==> config.mk <==
export PLATFORM = sky130hd
export DESIGN_NAME = lidar_point_range_filter_unit_flat
export DESIGN_NICKNAME = d
export VERILOG_FILES = /design/src/rtl/lprf_pkg.sv /design/src/rtl/lprf_in_if.sv /design/src/rtl/lprf_out_if.sv /design/src/rtl/lprf_front.sv /design/src/rtl/lprf_fifo.sv /design/src/rtl/lprf_back.sv /design/src/rtl/lidar_point_range_filter_unit.sv /design/src/flat_wrapper.sv
export SDC_FILE = /design/constraint.sdc
export NUM_CORES = 2
export LEC_CHECK = 0
export ABC_CLOCK_PERIOD_IN_PS = 27700
export BUFFER_PORTS_ARGS = -buffer_cell sky130_fd_sc_hd__clkbuf_2
export CAP_MARGIN = 20
export CORE_MARGIN = 2
export CORE_UTILIZATION = 55
export CTS_CLUSTER_DIAMETER = 40
export DETAILED_ROUTE_END_ITERATION = 8
export GPL_ROUTABILITY_DRIVEN = 0
export PLACE_DENSITY = 0.75
export RECOVER_POWER = 25
export SETUP_SLACK_MARGIN = 0.15
export SLEW_MARGIN = 10
export SYNTH_ARGS = -nofsm -noshare
export SYNTH_HDL_FRONTEND = slang
export SYNTH_HIERARCHICAL = 1
export SYNTH_SLANG_ARGS = --single-unit
export TNS_END_PERCENT = 30
==> constraint.sdc <==
create_clock -name clk_i -period 27.7 [get_ports clk_i]
set_input_delay 2.77 -clock clk_i [delete_from_list [all_inputs] [get_ports clk_i]]
set_output_delay 2.77 -clock clk_i [all_outputs]
set_load 0.05 [all_outputs]
==> src/rtl/lprf_pkg.sv <==
// Package for the lidar point range filter: field widths, configuration
// register codes, mode and tag codes, and the constant divider for time.
// No dependencies; every other file of the block imports it.
package lprf_pkg;

  // Coordinate magnitude bits; coordinate fields are one bit wider (sign)
  localparam int unsigned COORD_WIDTH_DEF = 18;
  localparam int unsigned FIFO_DEPTH_DEF  = 4;

  // Fixed field widths
  localparam int unsigned MODE_W  = 2;
  localparam int unsigned LIM_W   = 18;
  localparam int unsigned DEC_W   = 16;
  localparam int unsigned TAG_W   = 8;
  localparam int unsigned INT_W   = 16;
  localparam int unsigned RING_W  = 8;
  localparam int unsigned TIME_W  = 32;
  localparam int unsigned RANGE_W = 19;

  // Configuration port
  localparam int unsigned CFG_IDX_W  = 2;
  localparam int unsigned CFG_DATA_W = LIM_W;

  typedef enum logic [CFG_IDX_W-1:0] {
    CFG_LIDAR_MODE = 2'd0,
    CFG_MIN_RANGE  = 2'd1,
    CFG_MAX_RANGE  = 2'd2,
    CFG_DECIMATION = 2'd3
  } cfg_idx_e;

  // Reset values of the registers
  localparam logic [MODE_W-1:0] MODE_RST      = 2'd0;
  localparam logic [LIM_W-1:0]  MIN_RANGE_RST = 18'd0;
  localparam logic [LIM_W-1:0]  MAX_RANGE_RST = 18'h3FFFF;
  localparam logic [DEC_W-1:0]  DECIMATION_RST = 16'd1;

  // Sensor modes (mode 3 acts as nanosecond spinning)
  localparam logic [MODE_W-1:0] MODE_SOLID   = 2'd0;
  localparam logic [MODE_W-1:0] MODE_SPIN_US = 2'd1;

  // Solid-state return tag: bits 5:4 must read no return or one return
  localparam logic [TAG_W-1:0] TAG_FIELD_MASK = 8'h30;
  localparam logic [TAG_W-1:0] TAG_RET_NONE   = 8'h00;
  localparam logic [TAG_W-1:0] TAG_RET_ONE    = 8'h10;

  // Shared multiplier, and ns to us: floor(t/1000) = (t * MAGIC) >> 38
  localparam int unsigned       MUL_W         = 32;
  localparam logic [MUL_W-1:0]  DIV1000_MAGIC = 32'd274877907;
  localparam int unsigned       DIV1000_SHIFT = 38;

  // Bits of a queue entry behind the coordinates: intensity, ring, time
  localparam int unsigned ENTRY_TAIL_W = INT_W + RING_W + TIME_W;

  typedef struct packed {
    logic [MODE_W-1:0] lidar_mode;
    logic [LIM_W-1:0]  min_range_mm;
    logic [LIM_W-1:0]  max_range_mm;
    logic [DEC_W-1:0]  decimation;
  } cfg_t;

endpackage

==> src/rtl/lprf_in_if.sv <==
// Input point channel: valid/ready handshake plus the point fields.
// Depends on lprf_pkg.
interface lprf_in_if #(
  parameter int unsigned COORD_WIDTH = lprf_pkg::COORD_WIDTH_DEF
) ();
  import lprf_pkg::*;

  localparam int unsigned CW = COORD_WIDTH + 1;

  logic                 valid;
  logic                 ready;
  logic                 frame_start;
  logic                 point_finite;
  logic signed [CW-1:0] x_mm;
  logic signed [CW-1:0] y_mm;
  logic signed [CW-1:0] z_mm;
  logic [TAG_W-1:0]     return_tag;
  logic [INT_W-1:0]     intensity_in;
  logic [RING_W-1:0]    ring_in;
  logic [TIME_W-1:0]    raw_time;

  modport source (
    output valid, frame_start, point_finite, x_mm, y_mm, z_mm,
           return_tag, intensity_in, ring_in, raw_time,
    input  ready
  );

  modport sink (
    input  valid, frame_start, point_finite, x_mm, y_mm, z_mm,
           return_tag, intensity_in, ring_in, raw_time,
    output ready
  );
endinterface

==> src/rtl/lprf_out_if.sv <==
// Output point channel: valid/ready handshake plus the kept point fields.
// Depends on lprf_pkg.
interface lprf_out_if #(
  parameter int unsigned COORD_WIDTH = lprf_pkg::COORD_WIDTH_DEF
) ();
  import lprf_pkg::*;

  localparam int unsigned CW = COORD_WIDTH + 1;

  logic                 valid;
  logic                 ready;
  logic signed [CW-1:0] x_out;
  logic signed [CW-1:0] y_out;
  logic signed [CW-1:0] z_out;
  logic [INT_W-1:0]     intensity_out;
  logic [RING_W-1:0]    ring_out;
  logic [TIME_W-1:0]    time_us;
  logic [RANGE_W-1:0]   range_mm;

  modport source (
    output valid, x_out, y_out, z_out, intensity_out, ring_out, time_us,
           range_mm,
    input  ready
  );

  modport sink (
    input  valid, x_out, y_out, z_out, intensity_out, ring_out, time_us,
           range_mm,
    output ready
  );
endinterface

==> src/rtl/lprf_front.sv <==
// Front end: accepts points, keeps frame index and previous point, queues
// finite points past decimation and solid-state tag and duplicate checks.
// Depends on lprf_pkg and lprf_in_if.
module lprf_front #(
  parameter int unsigned COORD_WIDTH = lprf_pkg::COORD_WIDTH_DEF,
  parameter int unsigned ENTRY_W     = 3 * (COORD_WIDTH + 1) + 1 + lprf_pkg::ENTRY_TAIL_W
) (
  input  logic                 clk_i,
  input  logic                 rst_ni,
  input  lprf_pkg::cfg_t       cfg_i,
  lprf_in_if.sink              pts_i,
  input  logic                 full_i,
  output logic                 push_o,
  output logic [ENTRY_W-1:0]   entry_o
);
  import lprf_pkg::*;

  localparam int unsigned CW = COORD_WIDTH + 1;

  logic [DEC_W-1:0] phase_q, phase_d;
  logic             seen_q, seen_d;
  logic [CW-1:0]    prev_x_q, prev_y_q, prev_z_q;

  logic [DEC_W-1:0] dec_eff, phase_cur;
  logic [DEC_W:0]   phase_inc;
  logic             seen_cur, same, dec_pass, solid, tag_ok, accept, keep;
  logic [TAG_W-1:0] tag_field;

  assign pts_i.ready = !full_i;
  assign accept      = pts_i.valid && pts_i.ready;

  // Frame start clears index and previous point ahead of this point
  assign phase_cur = pts_i.frame_start ? '0 : phase_q;
  assign seen_cur  = pts_i.frame_start ? 1'b0 : seen_q;

  // A decimation of zero acts as one
  assign dec_eff   = (cfg_i.decimation == '0) ? DEC_W'(1) : cfg_i.decimation;
  assign phase_inc = {1'b0, phase_cur} + (DEC_W + 1)'(1);
  assign dec_pass  = (phase_cur == '0) || (phase_cur >= dec_eff);

  // Duplicate of the previous counted point (only once one exists)
  assign same = seen_cur
             && (pts_i.x_mm == prev_x_q)
             && (pts_i.y_mm == prev_y_q)
             && (pts_i.z_mm == prev_z_q);

  assign solid     = (cfg_i.lidar_mode == MODE_SOLID);
  assign tag_field = pts_i.return_tag & TAG_FIELD_MASK;
  assign tag_ok    = (tag_field == TAG_RET_NONE) || (tag_field == TAG_RET_ONE);

  assign keep   = pts_i.point_finite && dec_pass
               && (!solid || (tag_ok && seen_cur && !same));
  assign push_o = accept && keep;

  assign entry_o = {solid, pts_i.x_mm, pts_i.y_mm, pts_i.z_mm,
                    pts_i.intensity_in, pts_i.ring_in, pts_i.raw_time};

  // Next index phase and first-point flag
  always_comb begin
    phase_d = phase_cur;
    seen_d  = seen_cur;
    if (pts_i.point_finite) begin
      phase_d = (phase_inc >= {1'b0, dec_eff}) ? '0 : phase_inc[DEC_W-1:0];
      seen_d  = 1'b1;
    end
  end

  always_ff @(posedge clk_i or negedge rst_ni) begin
    if (!rst_ni) begin
      phase_q <= '0;
      seen_q  <= 1'b0;
    end else if (accept) begin
      phase_q <= phase_d;
      seen_q  <= seen_d;
    end
  end

  // Previous point; only compared while seen_q is set
  always_ff @(posedge clk_i) begin
    if (accept && pts_i.point_finite) begin
      prev_x_q <= pts_i.x_mm;
      prev_y_q <= pts_i.y_mm;
      prev_z_q <= pts_i.z_mm;
    end
  end

endmodule

==> src/rtl/lprf_fifo.sv <==
// Short queue of candidate points between the front end and the back end.
// Depends on lprf_pkg (defaults only).
module lprf_fifo #(
  parameter int unsigned WIDTH = 8,
  parameter int unsigned DEPTH = lprf_pkg::FIFO_DEPTH_DEF
) (
  input  logic             clk_i,
  input  logic             rst_ni,
  input  logic             push_i,
  input  logic [WIDTH-1:0] data_i,
  output logic             full_o,
  input  logic             pop_i,
  output logic [WIDTH-1:0] data_o,
  output logic             empty_o
);
  import lprf_pkg::*;

  localparam int unsigned PTR_W = (DEPTH > 1) ? $clog2(DEPTH) : 1;
  localparam int unsigned CNT_W = $clog2(DEPTH + 1);

  logic [WIDTH-1:0] mem_q [DEPTH];
  logic [PTR_W-1:0] wr_ptr_q, rd_ptr_q;
  logic [CNT_W-1:0] cnt_q;

  assign full_o  = (cnt_q == CNT_W'(DEPTH));
  assign empty_o = (cnt_q == '0);
  assign data_o  = mem_q[rd_ptr_q];

  // Pointers and fill count
  always_ff @(posedge clk_i or negedge rst_ni) begin
    if (!rst_ni) begin
      wr_ptr_q <= '0;
      rd_ptr_q <= '0;
      cnt_q    <= '0;
    end else begin
      if (push_i) begin
        wr_ptr_q <= (wr_ptr_q == PTR_W'(DEPTH - 1)) ? '0 : wr_ptr_q + PTR_W'(1);
      end
      if (pop_i) begin
        rd_ptr_q <= (rd_ptr_q == PTR_W'(DEPTH - 1)) ? '0 : rd_ptr_q + PTR_W'(1);
      end
      if (push_i && !pop_i) begin
        cnt_q <= cnt_q + CNT_W'(1);
      end else if (pop_i && !push_i) begin
        cnt_q <= cnt_q - CNT_W'(1);
      end
    end
  end

  // Storage
  always_ff @(posedge clk_i) begin
    if (push_i) begin
      mem_q[wr_ptr_q] <= data_i;
    end
  end

  // Queue discipline
  a_no_push_full: assert property (@(posedge clk_i) disable iff (!rst_ni)
    push_i |-> !full_o)
    else $error("push into a full queue");
  a_no_pop_empty: assert property (@(posedge clk_i) disable iff (!rst_ni)
    pop_i |-> !empty_o)
    else $error("pop from an empty queue");
  a_cnt_bound: assert property (@(posedge clk_i) disable iff (!rst_ni)
    cnt_q <= CNT_W'(DEPTH))
    else $error("queue count beyond depth");

endmodule

==> src/rtl/lprf_back.sv <==
// Back end: squared range and limits on one shared multiplier, range test,
// time scaling, bit-serial square root and the output register.
// Depends on lprf_pkg and lprf_out_if.
module lprf_back #(
  parameter int unsigned COORD_WIDTH = lprf_pkg::COORD_WIDTH_DEF,
  parameter int unsigned ENTRY_W     = 3 * (COORD_WIDTH + 1) + 1 + lprf_pkg::ENTRY_TAIL_W
) (
  input  logic                 clk_i,
  input  logic                 rst_ni,
  input  lprf_pkg::cfg_t       cfg_i,
  input  logic                 empty_i,
  input  logic [ENTRY_W-1:0]   entry_i,
  output logic                 pop_o,
  lprf_out_if.source           pts_o
);
  import lprf_pkg::*;

  localparam int unsigned CW     = COORD_WIDTH + 1;
  localparam int unsigned ACC_W  = (2 * COORD_WIDTH + 2 > 64) ? 64 : 2 * COORD_WIDTH + 2;
  localparam int unsigned RAD_W  = 2 * LIM_W;
  localparam int unsigned ROOT_W = LIM_W;
  localparam int unsigned REM_W  = ROOT_W + 2;
  localparam int unsigned SQC_W  = $clog2(ROOT_W);

  typedef enum logic [2:0] {
    BS_IDLE, BS_MUL, BS_CMP, BS_SQRT, BS_OUT
  } back_state_e;

  typedef enum logic [2:0] {
    MS_X, MS_Y, MS_Z, MS_MIN, MS_MAX, MS_TIME, MS_DONE
  } mul_step_e;

  back_state_e state_q;
  mul_step_e   issue_q, kind_q;

  // Working copy of the point
  logic                 solid_q;
  logic [CW-1:0]        x_q, y_q, z_q;
  logic [INT_W-1:0]     int_q;
  logic [RING_W-1:0]    ring_q;
  logic [TIME_W-1:0]    raw_time_q, time_q;

  // Arithmetic
  logic [2*MUL_W-1:0]   prod_q;
  logic [ACC_W-1:0]     acc_q;
  logic                 ovf_q;
  logic [RAD_W-1:0]     lo2_q, hi2_q, rad_q;
  logic [REM_W-1:0]     rem_q;
  logic [ROOT_W-1:0]    root_q;
  logic [SQC_W-1:0]     sq_cnt_q;

  // Output register
  logic                 out_valid_q;
  logic [CW-1:0]        x_out_q, y_out_q, z_out_q;
  logic [INT_W-1:0]     int_out_q;
  logic [RING_W-1:0]    ring_out_q;
  logic [TIME_W-1:0]    time_out_q;
  logic [RANGE_W-1:0]   range_out_q;

  logic [CW-1:0]        mag_x, mag_y, mag_z;
  logic [MUL_W-1:0]     op_a, op_b;
  logic [ACC_W:0]       acc_sum;
  logic [63:0]          acc64;
  logic                 big, range_ok, out_load;
  logic [REM_W+1:0]     rem_ext, trial;

  function automatic logic [CW-1:0] f_abs(logic [CW-1:0] v);
    // Two's complement magnitude; the most negative value maps to 2^(CW-1)
    return v[CW-1] ? (~v + CW'(1)) : v;
  endfunction

  assign mag_x = f_abs(x_q);
  assign mag_y = f_abs(y_q);
  assign mag_z = f_abs(z_q);

  assign pop_o = (state_q == BS_IDLE) && !empty_i;

  // Output register takes a new item when empty or drained this cycle
  assign out_load = (state_q == BS_OUT) && (!out_valid_q || pts_o.ready);

  // Operand select for the shared multiplier
  always_comb begin
    unique case (issue_q)
      MS_X:    begin op_a = MUL_W'(mag_x);     op_b = MUL_W'(mag_x);  end
      MS_Y:    begin op_a = MUL_W'(mag_y);     op_b = MUL_W'(mag_y);  end
      MS_Z:    begin op_a = MUL_W'(mag_z);     op_b = MUL_W'(mag_z);  end
      MS_MIN:  begin op_a = MUL_W'(cfg_i.min_range_mm);
                     op_b = MUL_W'(cfg_i.min_range_mm); end
      MS_MAX:  begin op_a = MUL_W'(cfg_i.max_range_mm);
                     op_b = MUL_W'(cfg_i.max_range_mm); end
      MS_TIME: begin op_a = raw_time_q;        op_b = DIV1000_MAGIC;  end
      default: begin op_a = '0;                op_b = '0;             end
    endcase
  end

  // Squared range accumulation; a carry out marks an oversized range
  assign acc_sum = (ACC_W + 1)'(acc_q) + (ACC_W + 1)'(prod_q);

  // Range test: oversized magnitude or sum fails in every mode
  assign acc64 = 64'(acc_q);
  assign big   = ((64'(mag_x) >> MUL_W) != 64'd0)
              || ((64'(mag_y) >> MUL_W) != 64'd0)
              || ((64'(mag_z) >> MUL_W) != 64'd0);
  always_comb begin
    if (ovf_q || big) begin
      range_ok = 1'b0;
    end else if (solid_q) begin
      range_ok = (acc64 > 64'(lo2_q)) && (acc64 < 64'(hi2_q));
    end else begin
      range_ok = (acc64 >= 64'(lo2_q)) && (acc64 <= 64'(hi2_q));
    end
  end

  // One root bit per cycle: try appending 1 to the partial root
  assign rem_ext = {rem_q, rad_q[RAD_W-1 -: 2]};
  assign trial   = (REM_W + 2)'({root_q, 2'b01});

  always_ff @(posedge clk_i or negedge rst_ni) begin
    if (!rst_ni) begin
      state_q     <= BS_IDLE;
      issue_q     <= MS_DONE;
      kind_q      <= MS_DONE;
      out_valid_q <= 1'b0;
    end else begin
      if (out_load) begin
        out_valid_q <= 1'b1;
      end else if (pts_o.ready) begin
        out_valid_q <= 1'b0;
      end
      unique case (state_q)
        // Take the next candidate from the queue
        BS_IDLE: begin
          if (!empty_i) begin
            solid_q    <= entry_i[ENTRY_W-1];
            x_q        <= entry_i[ENTRY_W-2 -: CW];
            y_q        <= entry_i[ENTRY_W-2-CW -: CW];
            z_q        <= entry_i[ENTRY_W-2-2*CW -: CW];
            int_q      <= entry_i[TIME_W+RING_W +: INT_W];
            ring_q     <= entry_i[TIME_W +: RING_W];
            raw_time_q <= entry_i[TIME_W-1:0];
            acc_q      <= '0;
            ovf_q      <= 1'b0;
            issue_q    <= MS_X;
            kind_q     <= MS_DONE;
            state_q    <= BS_MUL;
          end
        end
        // Issue one product per cycle, consume the one before
        BS_MUL: begin
          if (issue_q != MS_DONE) begin
            prod_q  <= 64'(op_a) * 64'(op_b);
            issue_q <= mul_step_e'(issue_q + 3'd1);
          end
          kind_q <= issue_q;
          case (kind_q) inside
            MS_X, MS_Y, MS_Z: begin
              acc_q <= acc_sum[ACC_W-1:0];
              ovf_q <= ovf_q | acc_sum[ACC_W];
            end
            MS_MIN:  lo2_q <= prod_q[RAD_W-1:0];
            MS_MAX:  hi2_q <= prod_q[RAD_W-1:0];
            MS_TIME: begin
              time_q  <= (cfg_i.lidar_mode == MODE_SPIN_US)
                       ? raw_time_q
                       : TIME_W'(prod_q[2*MUL_W-1:DIV1000_SHIFT]);
              state_q <= BS_CMP;
            end
            default: ;
          endcase
        end
        // Drop, finish a solid-state point, or start the square root
        BS_CMP: begin
          root_q <= '0;
          if (!range_ok) begin
            state_q <= BS_IDLE;
          end else if (solid_q) begin
            state_q <= BS_OUT;
          end else begin
            rad_q    <= acc64[RAD_W-1:0];
            rem_q    <= '0;
            sq_cnt_q <= SQC_W'(ROOT_W - 1);
            state_q  <= BS_SQRT;
          end
        end
        BS_SQRT: begin
          rad_q <= rad_q << 2;
          if (rem_ext >= trial) begin
            rem_q  <= REM_W'(rem_ext - trial);
            root_q <= {root_q[ROOT_W-2:0], 1'b1};
          end else begin
            rem_q  <= REM_W'(rem_ext);
            root_q <= {root_q[ROOT_W-2:0], 1'b0};
          end
          if (sq_cnt_q == '0) begin
            state_q <= BS_OUT;
          end else begin
            sq_cnt_q <= sq_cnt_q - SQC_W'(1);
          end
        end
        // Load the output register once it is free
        BS_OUT: begin
          if (out_load) begin
            x_out_q     <= x_q;
            y_out_q     <= y_q;
            z_out_q     <= z_q;
            int_out_q   <= int_q;
            ring_out_q  <= solid_q ? '0 : ring_q;
            time_out_q  <= time_q;
            range_out_q <= RANGE_W'(root_q);
            state_q     <= BS_IDLE;
          end
        end
        default: state_q <= BS_IDLE;
      endcase
    end
  end

  assign pts_o.valid         = out_valid_q;
  assign pts_o.x_out         = x_out_q;
  assign pts_o.y_out         = y_out_q;
  assign pts_o.z_out         = z_out_q;
  assign pts_o.intensity_out = int_out_q;
  assign pts_o.ring_out      = ring_out_q;
  assign pts_o.time_us       = time_out_q;
  assign pts_o.range_mm      = range_out_q;

  // A pop always starts a fresh multiply sequence
  a_pop_starts: assert property (@(posedge clk_i) disable iff (!rst_ni)
    pop_o |=> (state_q == BS_MUL) && (issue_q == MS_X) && (kind_q == MS_DONE))
    else $error("pop did not start a multiply sequence");
  // A finished result waits while the output slot is still held
  a_out_wait: assert property (@(posedge clk_i) disable iff (!rst_ni)
    (state_q == BS_OUT) && out_valid_q && !pts_o.ready |=> (state_q == BS_OUT))
    else $error("result overwrote a pending output");
  // A new output item only comes from the output state
  a_out_source: assert property (@(posedge clk_i) disable iff (!rst_ni)
    $rose(out_valid_q) |-> ($past(state_q) == BS_OUT))
    else $error("output valid raised outside the output state");

endmodule

==> src/rtl/lidar_point_range_filter_unit.sv <==
// Top level of the lidar point range filter: configuration registers,
// front end, candidate queue and back end.
// Depends on lprf_pkg, lprf_in_if, lprf_out_if, lprf_front, lprf_fifo, lprf_back.
//
//   Port        Role     Handshake        Carries
//   pts_i       sink     valid / ready    one lidar point per item
//   pts_o       source   valid / ready    one kept point per item
//   cfg_*_i     write    cfg_we_i only    mode, range limits, decimation
//
// The front end takes one point per cycle while the queue has room; points it
// drops (not finite, decimated, bad tag, first or repeated point) are not queued.
// The back end works on one queued point at a time: six products through one
// shared multiplier, then, in the spinning modes if the range test keeps the
// point, an 18-step bit-serial square root.
// Reset clears the registers, the frame state and the queue; a stalled output
// holds its item while the front end keeps filling the queue.
module lidar_point_range_filter_unit #(
  parameter int unsigned COORD_WIDTH = lprf_pkg::COORD_WIDTH_DEF,
  parameter int unsigned FIFO_DEPTH  = lprf_pkg::FIFO_DEPTH_DEF
) (
  input  logic                                clk_i,
  input  logic                                rst_ni,
  lprf_in_if.sink                             pts_i,
  lprf_out_if.source                          pts_o,
  input  logic                                cfg_we_i,
  input  logic [lprf_pkg::CFG_IDX_W-1:0]      cfg_idx_i,
  input  logic [lprf_pkg::CFG_DATA_W-1:0]     cfg_data_i
);
  import lprf_pkg::*;

  localparam int unsigned ENTRY_W = 3 * (COORD_WIDTH + 1) + 1 + ENTRY_TAIL_W;

  cfg_t               cfg_q;
  logic               push, pop, full, empty;
  logic [ENTRY_W-1:0] push_entry, pop_entry;

  // Configuration registers
  always_ff @(posedge clk_i or negedge rst_ni) begin
    if (!rst_ni) begin
      cfg_q.lidar_mode   <= MODE_RST;
      cfg_q.min_range_mm <= MIN_RANGE_RST;
      cfg_q.max_range_mm <= MAX_RANGE_RST;
      cfg_q.decimation   <= DECIMATION_RST;
    end else if (cfg_we_i) begin
      unique case (cfg_idx_e'(cfg_idx_i))
        CFG_LIDAR_MODE: cfg_q.lidar_mode   <= cfg_data_i[MODE_W-1:0];
        CFG_MIN_RANGE:  cfg_q.min_range_mm <= cfg_data_i[LIM_W-1:0];
        CFG_MAX_RANGE:  cfg_q.max_range_mm <= cfg_data_i[LIM_W-1:0];
        CFG_DECIMATION: cfg_q.decimation   <= cfg_data_i[DEC_W-1:0];
        default: ;
      endcase
    end
  end

  lprf_front #(
    .COORD_WIDTH (COORD_WIDTH),
    .ENTRY_W     (ENTRY_W)
  ) u_front (
    .clk_i   (clk_i),
    .rst_ni  (rst_ni),
    .cfg_i   (cfg_q),
    .pts_i   (pts_i),
    .full_i  (full),
    .push_o  (push),
    .entry_o (push_entry)
  );

  lprf_fifo #(
    .WIDTH (ENTRY_W),
    .DEPTH (FIFO_DEPTH)
  ) u_fifo (
    .clk_i   (clk_i),
    .rst_ni  (rst_ni),
    .push_i  (push),
    .data_i  (push_entry),
    .full_o  (full),
    .pop_i   (pop),
    .data_o  (pop_entry),
    .empty_o (empty)
  );

  lprf_back #(
    .COORD_WIDTH (COORD_WIDTH),
    .ENTRY_W     (ENTRY_W)
  ) u_back (
    .clk_i   (clk_i),
    .rst_ni  (rst_ni),
    .cfg_i   (cfg_q),
    .empty_i (empty),
    .entry_i (pop_entry),
    .pop_o   (pop),
    .pts_o   (pts_o)
  );

endmodule

==> src/flat_wrapper.sv <==
// flat-port wrapper written by rule: the top's interface ports become plain ports
module lidar_point_range_filter_unit_flat import lprf_pkg::*;
#(
  parameter int unsigned COORD_WIDTH = lprf_pkg::COORD_WIDTH_DEF,
  parameter int unsigned FIFO_DEPTH  = lprf_pkg::FIFO_DEPTH_DEF
)
  (clk_i, rst_ni, cfg_we_i, cfg_idx_i, cfg_data_i, pts_i_valid, pts_i_frame_start, pts_i_point_finite, pts_i_x_mm, pts_i_y_mm, pts_i_z_mm, pts_i_return_tag, pts_i_intensity_in, pts_i_ring_in, pts_i_raw_time, pts_i_ready, pts_o_valid, pts_o_x_out, pts_o_y_out, pts_o_z_out, pts_o_intensity_out, pts_o_ring_out, pts_o_time_us, pts_o_range_mm, pts_o_ready);
  lprf_in_if #(.COORD_WIDTH(COORD_WIDTH)) pts_i_i ();
  lprf_out_if #(.COORD_WIDTH(COORD_WIDTH)) pts_o_i ();
  input  logic clk_i;
  input  logic rst_ni;
  input  logic cfg_we_i;
  input  logic [lprf_pkg::CFG_IDX_W-1:0] cfg_idx_i;
  input  logic [lprf_pkg::CFG_DATA_W-1:0] cfg_data_i;
  input wire logic [$bits(pts_i_i.valid)-1:0] pts_i_valid;
  input wire logic [$bits(pts_i_i.frame_start)-1:0] pts_i_frame_start;
  input wire logic [$bits(pts_i_i.point_finite)-1:0] pts_i_point_finite;
  input wire logic [$bits(pts_i_i.x_mm)-1:0] pts_i_x_mm;
  input wire logic [$bits(pts_i_i.y_mm)-1:0] pts_i_y_mm;
  input wire logic [$bits(pts_i_i.z_mm)-1:0] pts_i_z_mm;
  input wire logic [$bits(pts_i_i.return_tag)-1:0] pts_i_return_tag;
  input wire logic [$bits(pts_i_i.intensity_in)-1:0] pts_i_intensity_in;
  input wire logic [$bits(pts_i_i.ring_in)-1:0] pts_i_ring_in;
  input wire logic [$bits(pts_i_i.raw_time)-1:0] pts_i_raw_time;
  output wire logic [$bits(pts_i_i.ready)-1:0] pts_i_ready;
  output wire logic [$bits(pts_o_i.valid)-1:0] pts_o_valid;
  output wire logic [$bits(pts_o_i.x_out)-1:0] pts_o_x_out;
  output wire logic [$bits(pts_o_i.y_out)-1:0] pts_o_y_out;
  output wire logic [$bits(pts_o_i.z_out)-1:0] pts_o_z_out;
  output wire logic [$bits(pts_o_i.intensity_out)-1:0] pts_o_intensity_out;
  output wire logic [$bits(pts_o_i.ring_out)-1:0] pts_o_ring_out;
  output wire logic [$bits(pts_o_i.time_us)-1:0] pts_o_time_us;
  output wire logic [$bits(pts_o_i.range_mm)-1:0] pts_o_range_mm;
  input wire logic [$bits(pts_o_i.ready)-1:0] pts_o_ready;
  assign pts_i_i.valid = pts_i_valid;
  assign pts_i_i.frame_start = pts_i_frame_start;
  assign pts_i_i.point_finite = pts_i_point_finite;
  assign pts_i_i.x_mm = pts_i_x_mm;
  assign pts_i_i.y_mm = pts_i_y_mm;
  assign pts_i_i.z_mm = pts_i_z_mm;
  assign pts_i_i.return_tag = pts_i_return_tag;
  assign pts_i_i.intensity_in = pts_i_intensity_in;
  assign pts_i_i.ring_in = pts_i_ring_in;
  assign pts_i_i.raw_time = pts_i_raw_time;
  assign pts_i_ready = pts_i_i.ready;
  assign pts_o_valid = pts_o_i.valid;
  assign pts_o_x_out = pts_o_i.x_out;
  assign pts_o_y_out = pts_o_i.y_out;
  assign pts_o_z_out = pts_o_i.z_out;
  assign pts_o_intensity_out = pts_o_i.intensity_out;
  assign pts_o_ring_out = pts_o_i.ring_out;
  assign pts_o_time_us = pts_o_i.time_us;
  assign pts_o_range_mm = pts_o_i.range_mm;
  assign pts_o_i.ready = pts_o_ready;
  lidar_point_range_filter_unit #(.COORD_WIDTH(COORD_WIDTH), .FIFO_DEPTH(FIFO_DEPTH)) u_core (.clk_i(clk_i), .rst_ni(rst_ni), .pts_i(pts_i_i), .pts_o(pts_o_i), .cfg_we_i(cfg_we_i), .cfg_idx_i(cfg_idx_i), .cfg_data_i(cfg_data_i));
endmodule
* Word level (Yosys, flattened, before mapping)
Memory sizes are Yosys's and may differ from the RTL's. A register that Yosys moved wholly into a read port is not among the register bits. Cells that the tools add are included.
Word-level totals: RAM bits 456, logic and storage cells 216, output and inout bits 134, register bits 562, memories kept 1
Cells by class: add/sub/neg operators 12, multiplexer cells 56, eq/ne operators 38, $lt $le $gt $ge 7, reduce and logical (&&, ||, !) cells 59, bitwise logic cells 8, $mul 1
Memory list:
- u_core.u_fifo.mem_q | words 4, width 114, rd ports 1, clocked after memory_dff 1, wr ports 1, RTL line lprf_fifo.sv:21 | logic [WIDTH-1:0] mem_q [DEPTH];
Operator list (count):
- case mux 32 bit (6 select lines) | 1
- case mux 29 bit (6 select lines) | 1
- 2-to-1 mux 38 bit | 2
- case mux 38 bit (2 select lines) | 1
- 2-to-1 mux 36 bit | 2
- case mux 36 bit (2 select lines) | 1
- multiplier 32 x 32 -> 64 bit | 1
- 2-to-1 mux 16 bit | 4
- 2-to-1 mux 20 bit | 3
- adder 19 x 1 -> 19 bit, second input constant | 3
- equality test 19 bit | 3
- 2-to-1 mux 19 bit | 3
- NOT 19 bit | 3
- 2-to-1 mux 3 bit | 14
- case mux 20 bit (2 select lines) | 1
- adder 38 x 39 -> 39 bit | 1
- >= comparator 38 x 36 -> 1 bit | 1
- > comparator 38 x 36 -> 1 bit | 1
- less-or-equal comparator 38 x 36 -> 1 bit | 1
- less-than comparator 38 x 36 -> 1 bit | 1
- case mux 18 bit (2 select lines) | 1
- logical NOT 16 bit | 2
- 2-to-1 mux 26 bit | 1
- != test 2 bit, second input constant | 12
- 39 further kinds | 117

* Depth between registers and ports, before layout
word-level depth 13, mapped depth 40

* Hierarchy
Netlist, hierarchy kept.
Modules (own cells, without submodules):
- lprf_back | cells an instance 4708, area an instance 48671.7 sq um, times used 1
- lprf_fifo | cells an instance 633, area an instance 16836.1 sq um, times used 1
- lprf_front | cells an instance 461, area an instance 5082.4 sq um, times used 1
- lidar_point_range_filter_unit | cells an instance 115, area an instance 2157.1 sq um, times used 1

* Worst setup path after synthesis
Ideal clock, no wire load.
path kind reg2reg, start point reg u_core.u_back.y_q[5], end point reg u_core.u_back.prod_q[54] (data pin), path slack 17798 ps, cell stages (with the launch flop) 36, path buffers 2, arrival 9634 ps, data required time 27432 ps, setup time 268 ps, path through edfxtp_1 > or4_1 > or3_1 > or4_4 > nand2_1 > xor2_1 > o22ai_1 > nor2_1 > nand2_1 > inv_1 > buf_2 > nor2_1 > fa_1 > fa_1 > fa_1 > inv_1 > fa_1 > inv_1 > fa_1 > inv_1 > fa_1 > inv_1 > fa_1 > inv_1 > fa_1 > inv_1 > ha_1 > clkbuf_1 > nand4_1 > o41ai_1 > nand4_1 > a211oi_1 > o22a_1 > and3_1 > o31ai_1 > xnor2_1
Between the ends: longest elaborated chain between the ends 5
RTL lines:
- start: declaration | RTL line lprf_back.sv:38 | logic [CW-1:0] x_q, y_q, z_q;
- start signal: assignment | RTL line lprf_back.sv:136 | y_q <= entry_i[ENTRY_W-2-CW -: CW];
- NOT 19 bit | RTL line lprf_back.sv:69 | return v[CW-1] ? (~v + CW'(1)) : v;
- adder 19 x 1 -> 19 bit | RTL line lprf_back.sv:69
- 2-to-1 mux 19 bit (*) | RTL line lprf_back.sv:69
- case mux 32 bit (6 select lines) / case mux 29 bit (6 select lines) (equally long branches) | RTL line lprf_back.sv:83 | unique case (issue_q)
- multiplier 32 x 32 -> 64 bit (*) | RTL line lprf_back.sv:151 | prod_q <= 64'(op_a) * 64'(op_b);
- end signal: assignment | RTL line lprf_back.sv:151
- end: declaration | RTL line lprf_back.sv:44 | logic [2*MUL_W-1:0] prod_q;
Every way passes the cells marked *; elsewhere a longest branch is shown, timed or not. A chain may end at the register's enable or synchronous reset.

* Worst setup path in the final report
start point reg u_core.u_back.x_q[4], end point reg u_core.u_back.prod_q[58] (data pin)
Between the ends: longest elaborated chain between the ends 5
RTL lines:
- start: declaration | RTL line lprf_back.sv:38
- start signal: assignment | RTL line lprf_back.sv:135 | x_q <= entry_i[ENTRY_W-2 -: CW];
- NOT 19 bit | RTL line lprf_back.sv:69
- adder 19 x 1 -> 19 bit | RTL line lprf_back.sv:69
- 2-to-1 mux 19 bit (*) | RTL line lprf_back.sv:69
- case mux 32 bit (6 select lines) / case mux 29 bit (6 select lines) (equally long branches) | RTL line lprf_back.sv:83
- multiplier 32 x 32 -> 64 bit (*) | RTL line lprf_back.sv:151
Marks and branches as above.

==> reports/metrics.cfg <==
[timing]
slew_headroom = -1.113
rsz0062_at_grt = no
hold_viol = 0
setup_viol = 0
slew_viol_final = 224
finalClockSkew_ns = 0.08373
fin_tns_setup_ns = 0
period_share = 0.4287
tightest_slew_ns = 3.170
max_freq_ghz = 0.08421
period_needed_ns = 11.87

[drt]
drt-total-wl_um = 176100
remaining_drc_errors = 0
wl_per_cell_um = 22.09
dr.pass1.iters = 5
num_vias = 45190
ant_nets = 0
viasPerCell = 5.668
drt_iter0_drc = 3930

[clock_tree]
cts_max_path_buffers = 3
cts-htree-levels = 4
cts_tree = yes
post_cts_buffers = 0
clk_pin_slew_ns = 0.06
numCtsBuffers = 134
cts_root_buf = clkbuf_16
numClockSinks = 1129
hold_buffers = 0
ctsResizeCount = 0
clock_latency_ns = 0.79

[job]
drv_cap = 6

[global_route]
grt-ovfl-total = 0
track_usage = 0.2640
grt_pass1_wl_um = 271600
antenna_found_initial = 15
grt_pass1_vias = 46550
grt_max_degree = 132

[die]
chipHeight_um = 367.7
initial_core_util = 0.5541
core_um2 = 131300
die_w_um = 367.7
io_pins = 282
row_count = 133
die_area_um2 = 135200

[layout]
fillerInstances = 9922
final_common_cell = edfxtp_1
area_delta_synth_final_pct = 9.482
final_cell_mix = edfxtp_1 (1041), inv_1 (1019), fa_1 (589), nand2_1 (553), ha_1 (517)
nets = 7362
drive_above_1_share = 0.1144

[critical_path]
cp_slowest_cell = a21oi_2
worstPathArrival_ns = 12.36
crit_fanout = 20
endpoint_kind = register
crit_path_frequent_cell = fa_1
path_buf_inv = 6
start_kind = register
crit_required_ns = 28.19
crit_family = adder cells
crit_type = reg2reg
rrSetupSlack_ns = 15.83
critPathMaxStageDelay_ns = 0.59

[yosys]
ys_seq_area_frac = 0.4604
synth_async_sr_flop_share = 0.07795
synth_edf_count = 1041
ys_types = 93
syn_inst = 5917
synth-seq-cells = 1129
yosysWarningCount = 6
syn_area_per_cell_um2 = 12.29
synth_area_um2 = 72750
synthFlopType = edfxtp_1

[place]
dp_hpwl_um = 128100
portBuffers = 273

[run_status]
outcome = finished with violations
violations = capacitance limit, slew limit

[min_path]
hold_path.class = reg2reg

flip-flops by register name, summed over array words and instances (netlist names), 20 cells and up:
signal and count:
u_core/cfg_q 54, u_core/u_back/acc_q 38, u_core/u_back/hi2_q 36, u_core/u_back/lo2_q 36, u_core/u_back/prod_q 61, u_core/u_back/pts_o.time_us 32
u_core/u_back/rad_q 36, u_core/u_back/raw_time_q 32, u_core/u_back/rem_q 20, u_core/u_back/time_q 32, u_core/u_fifo/mem_q 456
final timing paths:
kind | from | endpoint | cells after the start
worst max-delay path | u_core/u_back/x_q[4]$_DFFE_PP_ | u_core/u_back/prod_q[58]$_DFFE_PP_ | 35
worst min-delay path | u_core/u_back/time_q[3]$_DFFE_PP_ | u_core/u_back/pts_o.time_us[3]$_DFFE_PP_ | 0
worst max register to register | u_core/u_back/x_q[4]$_DFFE_PP_ | u_core/u_back/prod_q[58]$_DFFE_PP_ | 35
worst min register to register | u_core/u_back/time_q[3]$_DFFE_PP_ | u_core/u_back/pts_o.time_us[3]$_DFFE_PP_ | 0
max in group asynchronous | rst_ni | u_core/u_front/phase_q[7]$_DFFE_PN0P_ | 2
min in group asynchronous | rst_ni | u_core/u_fifo/wr_ptr_q[1]$_DFFE_PN0P_ | 1
cell type report:
type | count | area [um^2] | area share
Multi-Input combinational cell | 3476 | 33850 | 0.4250
Sequential cell | 1129 | 33490 | 0.4205
Inverter | 1034 | 3881 | 0.04873
Clock buffer | 161 | 3465 | 0.04350
Tap cell | 1755 | 2196 | 0.02757
Timing Repair Buffer | 333 | 1725 | 0.02166
Clock inverter | 80 | 1026 | 0.01288
Antenna cell | 4 | 10.01 | 0.0001257
Yosys cell counts, types with 47 or more instances:
| master | number | share of area |
|---|---|---|
| ha_1 | 517 | 0.089 |
| o21ai_0 | 109 | 0.0075 |
| a21o_1 | 112 | 0.012 |
| a21oi_1 | 148 | 0.010 |
| inv_1 | 1019 | 0.053 |
| nand2_1 | 553 | 0.029 |
| xnor2_1 | 82 | 0.0099 |
| xor2_1 | 133 | 0.016 |
| nor2b_1 | 47 | 0.0040 |
| edfxtp_1 | 1041 | 0.43 |
| nor2_1 | 420 | 0.022 |
| nand4_1 | 48 | 0.0041 |
| fa_1 | 589 | 0.16 |
| mux4_2 | 114 | 0.035 |
| dfrtp_1 | 65 | 0.022 |
| clkbuf_1 | 122 | 0.0063 |
| buf_4 | 120 | 0.012 |
routing by layer:
layer	share of wire	up-vias	global-route usage
li1	-	20180	-
met1	0.39	22350	0.3428
met2	0.46	2149	0.4172
met3	0.10	484	0.06976
met4	0.050	22	0.1206
met5	0.00082	-	0
logic make-up (layout without fill, tap and decap cells):
group | after synthesis | in the layout | synth area share
AO/OA/AOI/OAI | 601 | 601 | 0.05524
XOR/XNOR | 215 | 215 | 0.02588
adder cells (fa/ha/maj) | 1106 | 1106 | 0.2510
buffers and inverters | 1325 | 1608 | 0.07628
flip-flops | 1129 | 1129 | 0.4604
multiplexers | 188 | 188 | 0.04750
other | 1 | 18 | 0.00005155
AND/OR/NAND/NOR | 1352 | 1352 | 0.08366
through the flow:
stage                     area, um^2  utilization  hold WS [ns]  setup slack [ns]  std cells
final                          79650       0.6066        0.4152             15.83       7972
after CTS                      79750       0.6074        0.4176             15.97       7968
after detailed placement       75260       0.5732        0.4045             16.03       7727
after floorplan                72800            -        0.4003             17.80       5930
after global placement         75260       0.5732        0.4016             16.12       7727
after global routing           79640       0.6065        0.4244             15.47       7968
Power is not shown: default switching activity piles up to over one toggle a cycle in this logic, so the estimate is an artifact.
